$ cat src/design/ps2m_pkg.sv
package ps2m_pkg;

    localparam int QUEUE_DEPTH_DEF = 16;

    localparam logic [1:0] OP_HOST_CMD = 2'd0;
    localparam logic [1:0] OP_MOVEMENT = 2'd1;
    localparam logic [1:0] OP_READ     = 2'd2;
    localparam logic [1:0] OP_SOFT_RST = 2'd3;

    localparam logic [7:0] CMD_RESET        = 8'hFF;
    localparam logic [7:0] CMD_SET_DEFAULTS = 8'hF6;
    localparam logic [7:0] CMD_DISABLE      = 8'hF5;
    localparam logic [7:0] CMD_ENABLE       = 8'hF4;
    localparam logic [7:0] CMD_GET_ID       = 8'hF2;

    localparam logic [7:0] REPLY_ACK       = 8'hFA;
    localparam logic [7:0] REPLY_SELF_TEST = 8'hAA;
    localparam logic [7:0] REPLY_ID        = 8'h00;

    typedef enum logic [1:0] {
        ST_IDLE,
        ST_PUSH,
        ST_READ,
        ST_FINISH
    } t_state;

    typedef struct packed {
        logic accept;
        logic push;
        logic pop;
        logic finish;
    } t_ctrl;

endpackage

$ cat src/design/ps2_mouse_command_responder_top.sv
// ps2 mouse device side: reply byte queue with command responder
// steps: accept, push n reply bytes (0..3) or pop one for a read, finish, registered result strobe
// a new word is taken only in idle; the single queue write port takes one byte a cycle
// busy stays high from accept until the cycle the result strobe shows; results cannot be stalled
// reset: synchronous active low, empties the queue and disables reporting; no clearing pass
module ps2_mouse_command_responder_top #(
    parameter int QUEUE_DEPTH = ps2m_pkg::QUEUE_DEPTH_DEF
) (
    input  logic       i_clk,
    input  logic       i_rst_n,
    input  logic       start,
    output logic       busy,
    input  logic [1:0] i_opcode,
    input  logic [7:0] i_command_byte,
    input  logic [7:0] i_button_status,
    input  logic [7:0] i_delta_x,
    input  logic [7:0] i_delta_y,
    output logic       o_strobe,
    output logic [7:0] o_read_data,
    output logic       o_read_valid,
    output logic       o_byte_pending
);
    import ps2m_pkg::*;

    localparam int AW = (QUEUE_DEPTH > 1) ? $clog2(QUEUE_DEPTH) : 1;
    localparam int FW = $clog2(QUEUE_DEPTH + 1);
    localparam logic [FW-1:0] DEPTH_F  = FW'(QUEUE_DEPTH);
    localparam logic [AW-1:0] LAST_IDX = AW'(QUEUE_DEPTH - 1);
    localparam logic [FW:0]   DEPTH_S  = (FW + 1)'(QUEUE_DEPTH);

    t_state         r_state, n_state;
    t_ctrl          ctrl;

    logic [7:0]     r_mem [QUEUE_DEPTH];
    logic [7:0]     r_mem_q;
    logic [AW-1:0]  r_head, n_head;
    logic [FW-1:0]  r_fill, n_fill;
    logic           r_report, n_report;
    logic [7:0]     r_bytes [3];
    logic [7:0]     n_bytes [3];
    logic [1:0]     r_cnt, n_cnt;
    logic [7:0]     r_rd_data, n_rd_data;
    logic           r_rd_valid, n_rd_valid;
    logic           r_strobe;
    logic [7:0]     r_out_data;
    logic           r_out_valid;
    logic           r_out_pending;

    logic [7:0]     ld_bytes [3];
    logic [1:0]     ld_cnt;
    logic           ld_report;
    logic [FW:0]    slot_sum;
    logic [FW:0]    slot_wrap;
    logic [AW-1:0]  slot;
    logic           not_full;

    // byte list and flag for an arriving word
    always_comb begin
        ld_bytes[0] = REPLY_ACK;
        ld_bytes[1] = REPLY_ID;
        ld_bytes[2] = REPLY_ID;
        ld_cnt      = 2'd0;
        ld_report   = r_report;
        case (i_opcode)
            OP_HOST_CMD: begin
                ld_cnt = 2'd1;
                case (i_command_byte)
                    CMD_RESET: begin
                        ld_bytes[1] = REPLY_SELF_TEST;
                        ld_cnt      = 2'd3;
                        ld_report   = 1'b0;
                    end
                    CMD_SET_DEFAULTS: ld_report = 1'b0;
                    CMD_DISABLE:      ld_report = 1'b0;
                    CMD_ENABLE:       ld_report = 1'b1;
                    CMD_GET_ID:       ld_cnt    = 2'd2;
                    default:          ld_cnt    = 2'd1;
                endcase
            end
            OP_MOVEMENT: begin
                ld_bytes[0] = i_button_status;
                ld_bytes[1] = i_delta_x;
                ld_bytes[2] = i_delta_y;
                ld_cnt      = r_report ? 2'd3 : 2'd0;
            end
            OP_SOFT_RST: ld_report = 1'b0;
            default:     ld_cnt    = 2'd0;
        endcase
    end

    // tail slot: head + fill, wrapped once
    always_comb begin
        slot_sum  = (FW + 1)'(r_head) + (FW + 1)'(r_fill);
        slot_wrap = (slot_sum >= DEPTH_S) ? (slot_sum - DEPTH_S) : slot_sum;
        slot      = slot_wrap[AW-1:0];
        not_full  = (r_fill != DEPTH_F);
    end

    // next state
    always_comb begin
        n_state = r_state;
        case (r_state)
            ST_IDLE: begin
                if (start) begin
                    if (i_opcode == OP_READ) begin
                        n_state = ST_READ;
                    end else if (ld_cnt != 2'd0) begin
                        n_state = ST_PUSH;
                    end else begin
                        n_state = ST_FINISH;
                    end
                end
            end
            ST_PUSH: begin
                if (r_cnt == 2'd1) begin
                    n_state = ST_FINISH;
                end
            end
            ST_READ:   n_state = ST_FINISH;
            ST_FINISH: n_state = ST_IDLE;
            default:   n_state = ST_IDLE;
        endcase
    end

    // sequencer outputs
    always_comb begin
        ctrl.accept = 1'b0;
        ctrl.push   = 1'b0;
        ctrl.pop    = 1'b0;
        ctrl.finish = 1'b0;
        busy        = 1'b1;
        case (r_state)
            ST_IDLE: begin
                busy        = 1'b0;
                ctrl.accept = start;
            end
            ST_PUSH:   ctrl.push   = 1'b1;
            ST_READ:   ctrl.pop    = (r_fill != '0);
            ST_FINISH: ctrl.finish = 1'b1;
            default:   busy        = 1'b1;
        endcase
    end

    // datapath next values
    always_comb begin
        n_head     = r_head;
        n_fill     = r_fill;
        n_report   = r_report;
        n_bytes    = r_bytes;
        n_cnt      = r_cnt;
        n_rd_data  = r_rd_data;
        n_rd_valid = r_rd_valid;
        if (ctrl.accept) begin
            n_bytes    = ld_bytes;
            n_cnt      = ld_cnt;
            n_report   = ld_report;
            n_rd_data  = 8'd0;
            n_rd_valid = 1'b0;
            if (i_opcode == OP_SOFT_RST) begin
                n_head = '0;
                n_fill = '0;
            end
        end
        if (ctrl.push) begin
            n_bytes[0] = r_bytes[1];
            n_bytes[1] = r_bytes[2];
            n_cnt      = r_cnt - 2'd1;
            if (not_full) begin
                n_fill = r_fill + FW'(1);
            end
        end
        if (ctrl.pop) begin
            n_rd_data  = r_mem_q;
            n_rd_valid = 1'b1;
            n_head     = (r_head == LAST_IDX) ? '0 : (r_head + AW'(1));
            n_fill     = r_fill - FW'(1);
        end
    end

    // reply queue storage
    always_ff @(posedge i_clk) begin
        if (ctrl.push && not_full) begin
            r_mem[slot] <= r_bytes[0];
        end
        r_mem_q <= r_mem[r_head];
    end

    always_ff @(posedge i_clk) begin
        if (!i_rst_n) begin
            r_state       <= ST_IDLE;
            r_head        <= '0;
            r_fill        <= '0;
            r_report      <= 1'b0;
            r_cnt         <= 2'd0;
            r_strobe      <= 1'b0;
            r_out_data    <= 8'd0;
            r_out_valid   <= 1'b0;
            r_out_pending <= 1'b0;
        end else begin
            r_state  <= n_state;
            r_head   <= n_head;
            r_fill   <= n_fill;
            r_report <= n_report;
            r_cnt    <= n_cnt;
            r_strobe <= ctrl.finish;
            if (ctrl.finish) begin
                r_out_data    <= r_rd_data;
                r_out_valid   <= r_rd_valid;
                r_out_pending <= (r_fill != '0);
            end
        end
    end

    always_ff @(posedge i_clk) begin
        r_bytes    <= n_bytes;
        r_rd_data  <= n_rd_data;
        r_rd_valid <= n_rd_valid;
    end

    assign o_strobe       = r_strobe;
    assign o_read_data    = r_out_data;
    assign o_read_valid   = r_out_valid;
    assign o_byte_pending = r_out_pending;

endmodule

$ cat config.mk
export PLATFORM = sky130hd
export DESIGN_NAME = ps2_mouse_command_responder_top
export DESIGN_NICKNAME = d
export VERILOG_FILES = /design/src/design/ps2m_pkg.sv /design/src/design/ps2_mouse_command_responder_top.sv
export SDC_FILE = /design/constraint.sdc
export NUM_CORES = 1
export LEC_CHECK = 0
export BUFFER_PORTS_ARGS = -buffer_cell sky130_fd_sc_hd__clkbuf_2
export CAP_MARGIN = 20
export CORE_ASPECT_RATIO = 2
export CORE_MARGIN = 10
export CORE_UTILIZATION = 35
export CTS_CLUSTER_SIZE = 16
export DETAILED_ROUTE_END_ITERATION = 8
export GPL_TIMING_DRIVEN = 0
export PLACE_DENSITY = 0.52
export REMOVE_ABC_BUFFERS = 1
export SLEW_MARGIN = 20
export SYNTH_ARGS = -nofsm -noshare
export SYNTH_HDL_FRONTEND = slang
export SYNTH_SLANG_ARGS = --single-unit
$ cat constraint.sdc
create_clock -name i_clk -period 3.18 [get_ports i_clk]
set_clock_uncertainty 0.1 [all_clocks]
set_input_delay 0.636 -clock i_clk [delete_from_list [all_inputs] [get_ports i_clk]]
set_output_delay 0.636 -clock i_clk [all_outputs]
set_load 0.005 [all_outputs]
==> metrics.log <==
INFO  metric status = finished, final reports clean
INFO  metric cp.arrival = 2.95 ns
INFO  metric gp_congestion = 0.7739
INFO  metric worstSetupPathType = flop to flop
INFO  metric start_util = 35.47%
INFO  metric finalWorstPathRequiredPeriod = 2.942 ns
INFO  metric cts_made_buffers = 17
INFO  metric hold_path_startpoint = r_rd_valid$_SDFFE_PP1N_
INFO  metric internal_power = 5219 uW
INFO  metric leakage_power = 0.003107 uW
INFO  metric maxSlewHeadroom = 40.52%
INFO  metric worst_hold_path.num_cells = 2
INFO  metric share_of_the_yosys_chip_area_belonging_to_registers = 68.30%
INFO  metric avgSynthCellArea = 16.19 sq um
INFO  metric postLayoutCellArea = 9279 sq um
INFO  metric gr-total-overflow = 0
INFO  metric synthesis.area = 8031 sq um
INFO  metric drt_wl_total = 17010 um
INFO  metric postRouteAntennaNets = 0
INFO  metric first_pass_iters = 4
INFO  metric drt_iter0_drc = 224
INFO  metric synth_edf_count = 160
INFO  metric p_sw = 2424 uW
INFO  metric rsz0062_at_grt = false
INFO  metric drive_gt1_share = 26.96%
INFO  metric asyncSetResetFlopFracSynth = 0%
INFO  metric switching_share = 31.71%
INFO  metric critical_path_depth = 5
INFO  metric die-area = 29770 sq um
INFO  metric avgRoutedWirePerCell = 20.25 um
INFO  metric hold_viol = 0
INFO  metric antenna_found_initial = 0
INFO  metric layout.cells.most_common_list = sky130_fd_sc_hd__edfxtp_1, sky130_fd_sc_hd__clkbuf_2, sky130_fd_sc_hd__mux4_2, sky130_fd_sc_hd__dfxtp_1, sky130_fd_sc_hd__nand2_1
INFO  metric cts_hold_repair.buffers = 0
INFO  metric post_synth_num_cell_types = 60
INFO  metric crit_share_post_route = 92.51%
INFO  metric setup_viol_count_final = 0
INFO  metric hold_end = r_rd_valid$_SDFFE_PP1N_
INFO  metric multiInputGateArea = 2511 sq um
INFO  metric report.power.total = 7643 uW
INFO  metric root_buffer = sky130_fd_sc_hd__clkbuf_16
INFO  metric worst-path-max-fanout = 18
INFO  metric clock_sink_count = 194
INFO  metric die_height = 234.2 um
INFO  metric clkLatencyLatePin = 0.44 ns
INFO  metric ios = 49
INFO  metric fp-row-count = 78
INFO  metric grt_max_degree = 33
INFO  metric max_vdd_drop = 0.3907 mV
INFO  metric clock.fmax = 339.9 MHz
INFO  metric cp_top_family = multiplexers
INFO  metric timing.rr.start = r_head[1]$_SDFFE_PN0P_
INFO  metric critical_path.slowest_cell = sky130_fd_sc_hd__mux2i_1
INFO  metric pwr_density_cell = 823.7 nW/um^2
INFO  metric r2r_cells = 5
INFO  metric timing.critical_path.required = 3.19 ns
INFO  metric critical_path.reg2reg.endpoint = r_mem[1][1]$_DFFE_PP_
INFO  metric drc = 0
INFO  metric clkPwrFrac = 27.0%
INFO  metric place_area = 8606 sq um
INFO  metric antenna_cells = 0
INFO  metric tightestPinTransition = 0.8674 ns
INFO  metric power.combinational.fraction = 22.9%
INFO  metric design.final.nets = 598
INFO  metric hold_path.class = flop to flop
INFO  metric path_buf_inv = 0
INFO  metric start_kind = flop
INFO  metric number_of_max_cap_violations = 0
INFO  metric fp.dieW = 127.1 um
INFO  metric num_vias = 4380
INFO  metric fillerInstances = 2094
INFO  metric via_per_inst = 5.214
INFO  metric yosysWarningCount = 0
INFO  metric place.detailed.hpwl = 11930 um
INFO  metric numPortBuffers = 48
INFO  metric core_area = 22640 sq um
INFO  metric cts_tree = done
INFO  metric area_growth = 15.53%
INFO  metric htreeDepth = 4
INFO  metric synthFlopType = sky130_fd_sc_hd__edfxtp_1
INFO  metric crit_chain = ha_1 > a21o_1 > a21oi_1 > mux2i_1 > nor2_2
INFO  metric grt_use_total = 11.81%
INFO  metric seqPwrFrac = 50.1%
INFO  metric worstSetupEndpointType = flop
INFO  metric layout.cells.non_filler = 840
INFO  metric first_global_vias = 4804
INFO  metric max-clock-path-buffers = 2
INFO  metric layout_commonest_cell = sky130_fd_sc_hd__edfxtp_1
INFO  metric syn-instance-count = 496
INFO  metric area.sequential = 5490 sq um
INFO  metric cpPeakStageDelay = 0.74 ns
INFO  metric grt_pass1_wl = 26810 um
INFO  metric clkTransAtPathRegs = 0.07 ns
INFO  metric yosys_register_bits = 194
INFO  metric total_placed_cells_including_tap_cells = 808
INFO  metric timing_max_transition_violations_final = 0
INFO  metric regToRegSetupSlack = 0.24 ns
## stage by stage
stage | hold WS (ns) | TNS (ns) | setup slack [ns] | utilization (%)
2_1_floorplan | 0.3221 | -42.68 | -0.6868 | -
3_3_place_gp | 0.3351 | -210.15 | -2.423 | 37.54
3_5_place_dp | 0.3422 | -87.16 | -0.9821 | 38.01
4_1_cts | 0.3477 | 0 | 0.07576 | 40.94
5_1_grt | 0.3610 | 0 | 0.03502 | 40.98
6_report | 0.3485 | 0 | 0.2382 | 40.98
## state kept, by name, indices dropped and copies added (netlist names)
register        count
r_rd_data           8
r_rd_valid          1
o_read_data         8
r_bytes            24
r_cnt               2
r_mem             128
o_strobe            1
o_read_valid        1
r_head              4
r_fill              5
r_mem_q             8
r_state             2
o_byte_pending      1
r_report            1
## worst max-delay path by stage
stage                       startpoint                     to
2_1_floorplan   r_head[0]$_SDFFE_PN0P_  r_mem[8][0]$_DFFE_PP_
3_3_place_gp    r_head[0]$_SDFFE_PN0P_  r_mem[0][4]$_DFFE_PP_
3_5_place_dp   r_state[1]$_SDFFE_PN0P_  r_mem[3][0]$_DFFE_PP_
4_1_cts         r_head[1]$_SDFFE_PN0P_  r_mem[8][0]$_DFFE_PP_
5_1_grt         r_head[1]$_SDFFE_PN0P_  r_mem[4][0]$_DFFE_PP_
6_report        r_head[1]$_SDFFE_PN0P_  r_mem[1][1]$_DFFE_PP_
## metal layers
layer  wire length, um  GRT usage (%)  share of wire, %  vias to the layer above
met4               565          6.183               3.3                        0
met2              9928          22.94                58                       93
met3               523          2.601               3.1                       27
met5                 0              0                 0                        -
li1                  -              -                 -                     2050
met1              5988          11.06                35                     2210
## cells in the mapped netlist (6+ instances only)
master / count / area share [%]
sky130_fd_sc_hd__a22o_1: 6 / 0.65
sky130_fd_sc_hd__edfxtp_1: 160 / 60
sky130_fd_sc_hd__nor2_1: 22 / 1.0
sky130_fd_sc_hd__a22oi_1: 17 / 1.6
sky130_fd_sc_hd__o21ai_0: 22 / 1.4
sky130_fd_sc_hd__nor2b_1: 12 / 0.93
sky130_fd_sc_hd__inv_1: 9 / 0.42
sky130_fd_sc_hd__nand2_1: 26 / 1.2
sky130_fd_sc_hd__clkbuf_1: 10 / 0.47
sky130_fd_sc_hd__mux2i_1: 13 / 1.6
sky130_fd_sc_hd__ha_1: 13 / 2.0
sky130_fd_sc_hd__and2_1: 20 / 1.6
sky130_fd_sc_hd__a21oi_1: 9 / 0.56
sky130_fd_sc_hd__dfxtp_1: 34 / 8.5
sky130_fd_sc_hd__mux4_2: 32 / 9.0
## logic make-up (layout without fill, tap and decap cells)
logic type	Yosys count	count (layout)	share of synthesized area, %
AO/OA/AOI/OAI	83	83	7.213
AND/OR/NAND/NOR	117	117	8.475
adder cells (fa/ha/maj)	14	14	2.275
XOR/XNOR	9	9	0.9814
flip-flops	194	194	68.30
multiplexers	46	46	10.73
buffers and inverters	33	97	2.025
## worst reg2reg max path, cell delays in order (launching register included)
cell,delay [ns]
sky130_fd_sc_hd__dfxtp_2,0.69
sky130_fd_sc_hd__ha_1,0.33
sky130_fd_sc_hd__a21o_1,0.17
sky130_fd_sc_hd__a21oi_1,0.28
sky130_fd_sc_hd__mux2i_1,0.74
sky130_fd_sc_hd__nor2_2,0.30
## power groups by stage
stage	sequential (uW)	clock, uW	combinational (uW)
after floorplan	3780	0	1100
after global placement	3930	0	1520
after detailed placement	3890	0	1690
after CTS	3840	2120	1770
after global routing	3900	2210	1930
final	3830	2060	1750
## repair_timing
| action | CTS | global route |
|---|---|---|
| gates resized for setup | 24 | 1 |
| setup endpoints to repair | 117 | 4 |
| buffers inserted | 0 | 0 |
## final cells by class
cell class	instances	area share, %
clock inverter	13	1.254
clock buffer	19	4.895
timing repair buffer	54	3.398
sequential	194	59.17
multi-input combinational	269	27.06
inverter	11	0.4450
tap	280	3.776
(Power assumes the default switching activity.)
